--- config.mk ---
export PLATFORM = sky130hd
export DESIGN_NAME = cycle_count_to_time_split
export DESIGN_NICKNAME = d
export VERILOG_FILES = /design/src/sv/cycts_pkg.sv /design/src/sv/cycle_count_to_time_split.sv
export SDC_FILE = /design/constraint.sdc
export NUM_CORES = 1
export LEC_CHECK = 0
export BUFFER_PORTS_ARGS = -buffer_cell sky130_fd_sc_hd__buf_2
export CAP_MARGIN = 20
export CORE_MARGIN = 3
export CORE_UTILIZATION = 50
export CTS_BUF_LIST = sky130_fd_sc_hd__clkbuf_2
export CTS_CLUSTER_DIAMETER = 150
export DETAILED_ROUTE_END_ITERATION = 16
export PLACE_DENSITY = 0.72
export SLEW_MARGIN = 20
export SYNTH_ARGS = -nofsm -noshare
export SYNTH_HDL_FRONTEND = slang
export SYNTH_SLANG_ARGS = --single-unit
--- constraint.sdc ---
create_clock -name clk -period 17.7 [get_ports clk]
set_input_delay 2.655 -clock clk [delete_from_list [all_inputs] [get_ports clk]]
set_output_delay 2.655 -clock clk [all_outputs]
set_load 0.05 [all_outputs]
--- src/sv/cycts_pkg.sv ---
// ----------------------------------------------------------------------------
// Cycle count time split package
// Types and fixed constants shared by the time split block and its checker.
// ----------------------------------------------------------------------------
package cycts_pkg;

    localparam int SAMPLE_W = 32;
    localparam int WRAP_W   = 32;
    localparam int TOTAL_W  = 64;
    localparam int CLOCK_W  = 10;
    localparam int SEC_W    = 45;
    localparam int SUB_W    = 10;

    localparam logic [CLOCK_W-1:0] CLOCK_RESET = 10'd168;
    localparam logic [SUB_W-1:0]   SUB_PER_UNIT = 10'd1000;

    typedef enum logic [1:0] {
        ST_IDLE,
        ST_RUN,
        ST_DONE
    } state_t;

endpackage

--- src/sv/cycle_count_to_time_split.sv ---
// Each accepted item runs through a bit-serial division loop that shifts one
// bit of the 64-bit extended count per cycle; no new item is accepted until
// its result has been loaded into the output register.
// A finished result waits in the output register while the next item runs.
// Reset clears the previous sample, the wrap count and the state machine,
// and sets the clock register to 168 MHz.
// ----------------------------------------------------------------------------
// Cycle count to time split
// Extends a cycle counter sample with a wrap count and splits the total into
// seconds, milliseconds, microseconds and total microseconds by three chained
// radix-2 dividers that share one bit stream.
// ----------------------------------------------------------------------------
module cycle_count_to_time_split #(
    parameter int COUNTER_WIDTH = 32
) (
    input  logic                                clk,
    input  logic                                rst_n,
    input  logic                                cfg_valid,
    output logic                                cfg_ready,
    input  logic [cycts_pkg::CLOCK_W-1:0]       clock_mhz,
    input  logic                                in_valid,
    output logic                                in_stall,
    input  logic [cycts_pkg::SAMPLE_W-1:0]      counter_value,
    output logic                                out_valid,
    input  logic                                out_stall,
    output logic [cycts_pkg::SEC_W-1:0]         seconds,
    output logic [cycts_pkg::SUB_W-1:0]         milliseconds,
    output logic [cycts_pkg::SUB_W-1:0]         microseconds,
    output logic [cycts_pkg::TOTAL_W-1:0]       total_microseconds,
    output logic                                wrapped
);
    import cycts_pkg::*;

    localparam logic [SAMPLE_W-1:0] SAMPLE_MASK =
        SAMPLE_W'((64'd1 << COUNTER_WIDTH) - 64'd1);
    localparam int CNT_W = $clog2(TOTAL_W);
    localparam int REM_W = CLOCK_W + 1;

    state_t                 state_reg, state_next;
    logic [CNT_W-1:0]       cnt_reg, cnt_next;
    logic [CLOCK_W-1:0]     clock_reg, clock_next;
    logic [SAMPLE_W-1:0]    last_reg, last_next;
    logic [WRAP_W-1:0]      wrap_reg, wrap_next;
    logic                   out_valid_reg, out_valid_next;

    logic [TOTAL_W-1:0]     tot_reg, tot_next;
    logic [TOTAL_W-1:0]     tus_reg, tus_next;
    logic [SEC_W-1:0]       sec_reg, sec_next;
    logic [CLOCK_W-1:0]     ra_reg, ra_next;
    logic [SUB_W-1:0]       rb_reg, rb_next;
    logic [SUB_W-1:0]       rc_reg, rc_next;
    logic                   wflag_reg, wflag_next;

    logic [SEC_W-1:0]       o_sec_reg;
    logic [SUB_W-1:0]       o_ms_reg;
    logic [SUB_W-1:0]       o_us_reg;
    logic [TOTAL_W-1:0]     o_tus_reg;
    logic                   o_wrap_reg;

    logic                   accept;
    logic                   run;
    logic                   load;
    logic                   last_bit;
    logic [SAMPLE_W-1:0]    sample;
    logic                   is_wrap;
    logic [CLOCK_W-1:0]     mhz;
    logic [REM_W-1:0]       ta, tb, tc;
    logic                   qa, qb, qc;
    logic [REM_W-1:0]       na, nb, nc;

    assign accept   = in_valid && !in_stall;
    assign last_bit = (cnt_reg == CNT_W'(TOTAL_W - 1));
    assign sample   = counter_value & SAMPLE_MASK;
    assign is_wrap  = (sample < last_reg);
    assign mhz      = (clock_reg == '0) ? CLOCK_W'(1) : clock_reg;

    // One bit of the total enters the divider by the clock; each quotient bit
    // feeds the first divider by 1000, whose quotient bit feeds the second.
    always_comb
    begin
        ta = {ra_reg, tot_reg[TOTAL_W-1]};
        qa = (ta >= {1'b0, mhz});
        na = qa ? (ta - {1'b0, mhz}) : ta;
        tb = {rb_reg, qa};
        qb = (tb >= {1'b0, SUB_PER_UNIT});
        nb = qb ? (tb - {1'b0, SUB_PER_UNIT}) : tb;
        tc = {rc_reg, qb};
        qc = (tc >= {1'b0, SUB_PER_UNIT});
        nc = qc ? (tc - {1'b0, SUB_PER_UNIT}) : tc;
    end

    always_comb
    begin
        state_next = state_reg;
        case (state_reg)
            ST_IDLE:
            begin
                if (in_valid)
                begin
                    state_next = ST_RUN;
                end
            end
            ST_RUN:
            begin
                if (last_bit)
                begin
                    state_next = ST_DONE;
                end
            end
            ST_DONE:
            begin
                if (!out_valid_reg || !out_stall)
                begin
                    state_next = ST_IDLE;
                end
            end
            default:
            begin
                state_next = ST_IDLE;
            end
        endcase
    end

    always_comb
    begin
        in_stall = 1'b1;
        run      = 1'b0;
        load     = 1'b0;
        case (state_reg)
            ST_IDLE:
            begin
                in_stall = 1'b0;
            end
            ST_RUN:
            begin
                run = 1'b1;
            end
            ST_DONE:
            begin
                load = !out_valid_reg || !out_stall;
            end
            default:
            begin
                in_stall = 1'b1;
            end
        endcase
    end

    always_comb
    begin
        cnt_next       = cnt_reg;
        clock_next     = clock_reg;
        last_next      = last_reg;
        wrap_next      = wrap_reg;
        out_valid_next = out_valid_reg;
        tot_next       = tot_reg;
        tus_next       = tus_reg;
        sec_next       = sec_reg;
        ra_next        = ra_reg;
        rb_next        = rb_reg;
        rc_next        = rc_reg;
        wflag_next     = wflag_reg;

        if (cfg_valid && cfg_ready)
        begin
            clock_next = clock_mhz;
        end

        if (accept)
        begin
            wrap_next  = is_wrap ? (wrap_reg + WRAP_W'(1)) : wrap_reg;
            last_next  = sample;
            wflag_next = is_wrap;
            tot_next   = (TOTAL_W'(wrap_next) << COUNTER_WIDTH) | TOTAL_W'(sample);
            cnt_next   = '0;
            ra_next    = '0;
            rb_next    = '0;
            rc_next    = '0;
        end
        else if (run)
        begin
            tot_next = {tot_reg[TOTAL_W-2:0], 1'b0};
            tus_next = {tus_reg[TOTAL_W-2:0], qa};
            sec_next = {sec_reg[SEC_W-2:0], qc};
            ra_next  = na[CLOCK_W-1:0];
            rb_next  = nb[SUB_W-1:0];
            rc_next  = nc[SUB_W-1:0];
            cnt_next = cnt_reg + CNT_W'(1);
        end

        if (load)
        begin
            out_valid_next = 1'b1;
        end
        else if (out_valid_reg && !out_stall)
        begin
            out_valid_next = 1'b0;
        end
    end

    always_ff @(posedge clk or negedge rst_n)
    begin
        if (!rst_n)
        begin
            state_reg     <= ST_IDLE;
            cnt_reg       <= '0;
            clock_reg     <= CLOCK_RESET;
            last_reg      <= '0;
            wrap_reg      <= '0;
            out_valid_reg <= 1'b0;
        end
        else
        begin
            state_reg     <= state_next;
            cnt_reg       <= cnt_next;
            clock_reg     <= clock_next;
            last_reg      <= last_next;
            wrap_reg      <= wrap_next;
            out_valid_reg <= out_valid_next;
        end
    end

    always_ff @(posedge clk)
    begin
        tot_reg   <= tot_next;
        tus_reg   <= tus_next;
        sec_reg   <= sec_next;
        ra_reg    <= ra_next;
        rb_reg    <= rb_next;
        rc_reg    <= rc_next;
        wflag_reg <= wflag_next;
        if (load)
        begin
            o_sec_reg  <= sec_reg;
            o_ms_reg   <= rc_reg;
            o_us_reg   <= rb_reg;
            o_tus_reg  <= tus_reg;
            o_wrap_reg <= wflag_reg;
        end
    end

    assign cfg_ready          = 1'b1;
    assign out_valid          = out_valid_reg;
    assign seconds            = o_sec_reg;
    assign milliseconds       = o_ms_reg;
    assign microseconds       = o_us_reg;
    assign total_microseconds = o_tus_reg;
    assign wrapped            = o_wrap_reg;

endmodule

# Word level (Yosys, flattened, before mapping)
# Index checks and enable logic that the tools add are counted.
[totals]
word_cells = 64
latch_bits = 0
output_inout_bits = 133
ram_bits = 0
mem_bits_ro = 0
mem_count = 0
reg_bits = 417
[op_classes]
n_eq_ne = 6
n_lt_le_gt_ge = 4
addsub = 5
reduce_logical = 11
mux = 18
div = 0
n_bitwise = 2
multipliers = 0
shifts = 0
[op_table]
columns = ["cell", "n"]
rows = [
  ["two-way mux 64 bit", 2],
  ["OR 64 x 32 -> 64 bit", 1],
  ["two-way mux 10 bit", 4],
  ["adder 32 x 1 -> 32 bit, second input constant", 1],
  ["less-than comparator 32 bit", 1],
  ["two-way mux 32 bit", 1],
  ["greater-or-equal comparator 11 x 10 -> 1 bit, second input constant", 2],
  ["subtractor 10 bit, second input constant", 2],
  ["two-way mux 6 bit", 2],
  ["greater-or-equal comparator 11 x 10 -> 1 bit", 1],
  ["zero test 10 bit", 1],
  ["subtractor 10 bit", 1],
  ["adder 6 x 1 -> 6 bit, second input constant", 1],
  ["== test 6 bit, second input constant", 1],
  ["two-way mux 2 bit", 3],
  ["inequality test 2 bit, second input constant", 3],
  ["case mux 2 bit (3 select lines)", 1],
  ["two-way mux 1 bit", 5],
  ["nonzero test 2 bit", 2],
  ["AND reduction 3 bit", 1],
  ["== test 2 x 1 -> 1 bit, second input constant", 1],
  ["== test 2 bit, second input constant", 1],
  ["logical AND 1 bit", 2],
  ["zero test 1 bit", 2],
  ["other kinds (4)", 4],
]

# Longest topological paths before layout
# Gate-level depths: netlist (run 1).
[logic_depth]
depth_word = 6
depth_mapped = 12
depth_no_buf = 11

# Worst setup path after synthesis (run 1)
# Ideal clock, no wire load.
[synth_timing]
kind = "input -> register"
start = "in out_stall"
end = "reg o_us_reg[0], in the netlist microseconds[0] (enable)"
setup_slack_ps = 8263
stages = 1
arrival_time_ps = 8775
required_time_ps = 17037
path_cell_list = "a21oi_1"
[synth_between]
elab_chain_cells = 3
[synth_rtl]
columns = ["element", "line_no", "text"]
rows = [
  ["start: declaration", "cycle_count_to_time_split.sv:25", "input logic out_stall,"],
  ["zero test 1 bit", "cycle_count_to_time_split.sv:140", "load = !out_valid_reg || !out_stall;"],
  ["logical OR 1 bit", "cycle_count_to_time_split.sv:140", ""],
  ["two-way mux 1 bit", "cycle_count_to_time_split.sv:129", "case (state_reg)"],
  ["end signal: assignment", "cycle_count_to_time_split.sv:236", "o_us_reg <= rb_reg;"],
  ["end: declaration", "cycle_count_to_time_split.sv:56", "logic [SUB_W-1:0] o_us_reg;"],
]
# No other way between the ends.
# A chain may end at the register's enable or synchronous reset.

# Worst setup path after layout (run 1)
[layout_timing]
start = "reg state_reg[1]"
end = "out in_stall"
[layout_between]
elab_chain_cells = 2
[layout_rtl]
columns = ["element", "line_no", "text"]
rows = [
  ["start: declaration", "cycle_count_to_time_split.sv:39", "state_t state_reg, state_next;"],
  ["start signal: assignment", "cycle_count_to_time_split.sv:214", "state_reg <= state_next;"],
  ["zero test 2 bit", "cycle_count_to_time_split.sv:129", ""],
  ["two-way mux 1 bit", "cycle_count_to_time_split.sv:129", ""],
  ["end: declaration", "cycle_count_to_time_split.sv:22", "output logic in_stall,"],
]
# No other way between the ends.

==> run_results.csv, run 1 <==
group,metric,value,unit
synthesis,synth_top_area_cell,"edfxtp_1",
clock_tree,cts_resized,0,
worst_setup_path,required,15050,ps
floorplanning,initial_utilization,0.509,
floorplanning,die_w,188,microns
clock_tree,clk_path_buf_depth,3,
power_and_ir_drop,p_leak,7.74,nW
floorplanning,num_io_pins,180,
worst_setup_path,cpMaxStageDelayCell,"nor2_1",
synthesis,yosysWarnings,0,
clock_tree,postCtsSetupBuffers,0,
global_route,grt.overflow.total,0,
synthesis,synthArstFlopShare,0.199,
drt,route.detailed.drc,0,
global_route,antenna_found_initial,1,
synthesis,syn_nets,1330,
drt,drt-pass1-iter-count,5,
sta,period_minus_slack,4950,ps
sta,setup_viol,0,
cells_and_area,final_area,18800,sq um
floorplanning,fp.dieArea,35400,sq um
placed_design,dpl_cell_area,17900,sq um
global_route,grt_pass1_wl,51.6,mm
sta,finClkSkew,102,ps
worst_setup_path,crit_buf_inv,2,
power_and_ir_drop,power_density,145,nW/um^2
clock_tree,clock-root-buffer,"clkbuf_2",
sta,finalSetupTns,0,ps
synthesis,avgSynthCellArea,13.4,sq um
run,drv_cap,0,
cells_and_area,drive_above_1_share,0.240,
sta,maxSlewViolCount,0,
worst_setup_path,crit_family,"simple AND/OR/NAND/NOR gates",
drt,ant_nets,0,
worst_setup_path,arrival,2290,ps
synthesis,synth_flop_cell,"edfxtp_1",
floorplanning,die_height,188,microns
cells_and_area,syn_to_final_growth,13.4,%
synthesis,synth_area,16600,sq um
clock_tree,clk_pin_slew,110,ps
sta,relSlewSlack,0.311,
drt,vias_per_cell,5.25,
synthesis,synth_cell_types,73,
placed_design,dpl.hpwl,20.5,mm
floorplanning,rows,66,
sta,fmax,0.202,GHz
global_route,grt_use_total,0.180,
synthesis,synth_edf_count,304,
sta,fin_crit_sh,0.279,
drt,drt_iter0_markers,790,
global_route,grt_max_degree,107,
worst_setup_path,critPathMaxStageDelay,610,ps
synthesis,ys_top_cells_by_area,"edfxtp_1 55%, dfrtp_1 12%, nand2_1 4.2%",
placed_design,gp_congestion,0.812,
cells_and_area,fin_nets,1564,
cells_and_area,final_cells,1996,
synthesis,synth_seq_cells,417,
synthesis,syn-instance-count,1237,
worst_setup_path,cp-end-kind,"output pin",
placed_design,pre_cts_slack,12010,ps
clock_tree,cts_made_buffers,98,
sta,setup_ws,12750,ps
drt,drt-wirelength-per-cell,16.1,microns
synthesis,ys_seq_area_frac,0.711,
clock_tree,cts_tree,"built",
clock_tree,cts_sinks,417,
worst_setup_path,crit_type,"reg -> out",
clock_tree,hold_buffers,0,
drt,wirelength,32.2,mm
clock_tree,clock_latency,980,ps
sta,grt_setup_unrepaired,"no",
worst_setup_path,cp-start-kind,"register",
sta,finalHoldViolations,0,
worst_setup_path,cp_cell_sequence,"nor2_1, inv_1, buf_2",
power_and_ir_drop,vdd_drop_max,0.0000779,V
drt,route.vias.total,10487,
global_route,first_global_vias,10248,
worst_setup_path,cp_max_fo,8,
floorplanning,core,32600,sq um
outcome,outcome,"completed",
placed_design,io_buffer_count,178,
clock_tree,cts_max_level,3,
sta,worst_pin_slew,1030,ps
hold_path,hp-class,"reg -> reg",
placed_design,dp.cells,1813,
synthesis,synth_top_cell_area_share,0.550,
-- worst reg2reg max path, cell delays in order (launching register included) --
cell and delay (ps):
dfrtp_1 400, nor2_1 610, nand2_4 540, inv_2 190, buf_4 800, nand4_1 780, nor3_1 400, xor2_1 170
-- power by group --
part / internal (mW) / switching, mW / total, mW
combinational: 0.203 / 0.314 / 0.517
clock: 0.271 / 0.371 / 0.642
sequential: 1.43 / 0.145 / 1.57
-- path summary, 6_finish.rpt --
check                             startpoint      endpoint  slack, ps  cells after the start
worst max-delay path            state_reg[1]      in_stall      12750                      3
worst min-delay path             sec_reg[28]   seconds[28]        420                      0
worst max register to register  state_reg[1]  wrap_reg[22]      13660                      7
worst min register to register   sec_reg[28]   seconds[28]        420                      0
max in group asynchronous              rst_n  wrap_reg[23]      14860                      2
min in group asynchronous              rst_n  clock_reg[4]       1530                      1
-- area by class of cell --
cell class | count | area [sq um]
Sequential cell | 417 | 11800
Clock inverter | 32 | 218
Clock buffer | 150 | 751
Inverter | 61 | 231
Tap cell | 442 | 553
Timing Repair Buffer | 187 | 965
Fill cell | 2660 | 13800
Multi-Input combinational cell | 706 | 4310
Antenna cell | 1 | 2.50
-- layer usage --
layer | routed length [microns] | up-vias | GRT usage
met5 | 0 | - | 0
met4 | 567 | 0 | 0.0716
met3 | 2120 | 45 | 0.0413
met2 | 14800 | 357 | 0.275
met1 | 14700 | 5015 | 0.254
li1 | - | 5070 | -
-- placed cells by master, fill, tap and decap left out, types with 21 or more instances in the layout --
master,n
edfxtp_1,304
nand2_1,183
buf_2,177
clkbuf_2,150
o21ai_0,114
dfrtp_1,80
inv_1,57
nand3_1,47
ha_1,45
nor2_1,38
dfxtp_1,30
nand4_1,29
xnor2_1,29
xor2_1,25
clkinv_1,21
-- synthesized netlist by cell type, types with 5 or more instances --
cell,n
a21o_1,6
a21oi_1,19
a31oi_1,11
and3_1,14
buf_6,9
clkbuf_1,32
dfrtp_1,80
dfxtp_1,30
edfxtp_1,304
ha_1,45
inv_1,59
mux2i_1,8
nand2_1,184
nand3_1,47
nand4_1,29
nor2_1,39
nor2b_1,6
nor3_1,17
nor4_1,17
o211ai_1,7
o21a_1,5
o21ai_0,114
o311ai_0,5
o31ai_1,7
or3_1,10
or4_1,6
xnor2_1,29
xor2_1,25
-- cells by family (layout without fill, tap and decap cells) --
kind of cell / after synthesis / count (layout) / synth area share
simple gates: 395 / 395 / 0.115
other cells: 1 / 2 / 0.000226
compound gates: 200 / 200 / 0.0725
flops: 417 / 417 / 0.711
buf+inv: 114 / 430 / 0.0313
fa+ha+maj: 46 / 46 / 0.0351
xor+xnor: 54 / 54 / 0.0285
mux: 10 / 10 / 0.00618
-- per-stage QoR --
step / util / hold WS (ps) / power, mW
floorplan: - / 400 / 1.95
global placement: 0.548 / 402 / 2.07
detailed placement: 0.548 / 411 / 2.11
CTS: 0.577 / 396 / 2.76
global route: 0.578 / 408 / 2.93
finish: 0.578 / 416 / 2.73
Note: power is estimated with default switching activity, not from simulation.
==> run 2, diff against run 1 <==
- PLACE_DENSITY: 0.72 -> 0.74
- clock period: 17.7 -> 4.2 ns (I/O delays scaled with it)
==> run_results.csv, run 2 (same netlist as run 1, synthesis figures left out) <==
group,metric,value,unit
outcome,outcome,"completed",
cells_and_area,syn_to_final_growth,17.3,%
power_and_ir_drop,vdd_drop_max,0.000268,V
clock_tree,cts_tree,"built",
placed_design,gp_congestion,0.842,
drt,vias_per_cell,5.25,
sta,fin_crit_sh,0.779,
global_route,antenna_found_initial,1,
sta,relSlewSlack,0.297,
floorplanning,die_height,188,microns
global_route,grt_pass1_wl,54.9,mm
power_and_ir_drop,power_density,595,nW/um^2
clock_tree,postCtsSetupBuffers,0,
placed_design,pre_cts_slack,629,ps
run,drv_cap,0,
global_route,grt.overflow.total,0,
floorplanning,die_w,188,microns
worst_setup_path,startpoint,"last_reg[25]",
drt,drt-pass1-iter-count,5,
worst_setup_path,cp_max_fo,17,
sta,setup_viol,0,
clock_tree,clock_latency,970,ps
cells_and_area,fillCellCount,2571,
drt,drt_iter0_markers,706,
drt,wirelength,34.2,mm
drt,route.detailed.drc,0,
sta,grt_setup_unrepaired,"no",
drt,top_layer_used,"met4",
placed_design,io_buffer_count,178,
drt,route.vias.total,10842,
drt,ant_nets,0,
clock_tree,cts_resized,0,
sta,period_minus_slack,3270,ps
floorplanning,fp.dieArea,35400,sq um
hold_path,min_from,"cfg_valid",
power_and_ir_drop,power_frac_seq,0.573,
floorplanning,initial_utilization,0.509,
worst_setup_path,critPathMaxStageDelay,610,ps
floorplanning,core,32600,sq um
worst_setup_path,cpMaxStageDelayCell,"or4_1",
clock_tree,cts_max_level,3,
worst_setup_path,crit_buf_inv,2,
cells_and_area,multi_input_area,4310,sq um
sta,maxSlewViolCount,0,
cells_and_area,ff_latch_area,11800,sq um
cells_and_area,final_common_cell,"edfxtp_1",
worst_setup_path,cp-start-kind,"register",
power_and_ir_drop,swShare,0.308,
clock_tree,cts_sinks,417,
floorplanning,num_io_pins,180,
clock_tree,clk_path_buf_depth,3,
sta,finalSetupTns,0,ps
worst_setup_path,required,4840,ps
drt,drt-wirelength-per-cell,16.5,microns
worst_setup_path,crit_family,"simple AND/OR/NAND/NOR gates",
worst_setup_path,r2r-start,"last_reg[25]",
sta,fmax,0.306,GHz
worst_setup_path,crit_type,"reg -> reg",
worst_setup_path,cp-end-kind,"register",
power_and_ir_drop,clockPowerShare,0.230,
drt,wl_met3,2.39,mm
power_and_ir_drop,comb_power_share,0.197,
sta,finalHoldViolations,0,
drt,met1_length,15.1,mm
global_route,grt_max_degree,106,
drt,route.met2.wl,16.1,mm
power_and_ir_drop,power.switching,3.57,mW
clock_tree,cts_made_buffers,102,
worst_setup_path,cp_cell_sequence,"inv_1, ha_1, nand4_1, or4_1, nor3_2, o311ai_4, nand3_2, inv_2, xnor2_1, o21ai_0",
placed_design,dpl.hpwl,21.2,mm
floorplanning,rows,66,
sta,setup_ws,928,ps
sta,finClkSkew,42.5,ps
cells_and_area,final_cell_mix,"304 x edfxtp_1, 183 x nand2_1, 177 x buf_2, 166 x clkbuf_2, 114 x o21ai_0",
hold_path,hp-class,"in -> reg",
power_and_ir_drop,cellInternalPower,8.02,mW
global_route,first_global_vias,10711,
power_and_ir_drop,p_leak,8.04,nW
sta,worst_pin_slew,1050,ps
clock_tree,hold_buffers,60,
clock_tree,clk_pin_slew,110,ps
global_route,grt_use_total,0.191,
cells_and_area,fin_nets,1632,
clock_tree,clock-root-buffer,"clkbuf_2",
cells_and_area,drive_above_1_share,0.240,
worst_setup_path,arrival,3910,ps
-- run 2: final timing paths --
check                                to  slack (ps)  depth (start not counted)
setup / recovery            tot_reg[32]         930                         10
min in group asynchronous  wrap_reg[28]         320                          2
hold reg to reg             seconds[36]         430                          0
max in group asynchronous  last_reg[15]        2980                          3
setup reg to reg            tot_reg[32]         930                         10
hold / removal             clock_reg[2]         130                          3
-- run 2: area by class of cell --
class | count | share of cell area
flip-flops and latches | 417 | 0.606
multi-input cells | 706 | 0.221
repair buffers | 251 | 0.0836
clock buffers | 166 | 0.0426
well taps | 442 | 0.0284
inverters | 61 | 0.0119
clock inverters | 22 | 0.00623
diodes | 1 | 0.000128
-- run 2: power groups by stage --
stage                     Combinational, mW  Clock (mW)  Sequential (mW)
after floorplan                        1.72           0             6.47
after global placement                 2.08           0             6.66
after detailed placement               2.19           0             6.71
after CTS                              2.26        2.77             6.64
after global routing                   2.59        2.99             6.79
final                                  2.28        2.67             6.64
-- run 2: worst register-to-register path, delay by kind of cell (launching register included) --
kind | cells | cell delay [ps]
AND/OR/NAND/NOR | 4 | 1500
flip-flops | 1 | 360
AO/OA/AOI/OAI | 2 | 340
adder cells (fa/ha/maj) | 1 | 300
buffers and inverters | 2 | 280
XOR/XNOR | 1 | 200
-- run 2: per-stage QoR --
step,instances,power [mW],hold slack (ps),area (sq um),util
after floorplan,1237,8.19,334,16600,-
after CTS,2065,11.7,1.05,19500,0.597
after detailed placement,1817,8.91,407,17900,0.550
final,2066,11.6,126,19500,0.597
after global routing,2066,12.4,67.9,19500,0.597
after global placement,1817,8.74,404,17900,0.550
-- run 2: metal layers --
| metal | GRT usage | vias up |
|---|---|---|
| met5 | 0 | - |
| li1 | - | 5203 |
| met4 | 0.0733 | 0 |
| met2 | 0.307 | 361 |
| met1 | 0.254 | 5229 |
| met3 | 0.0476 | 49 |
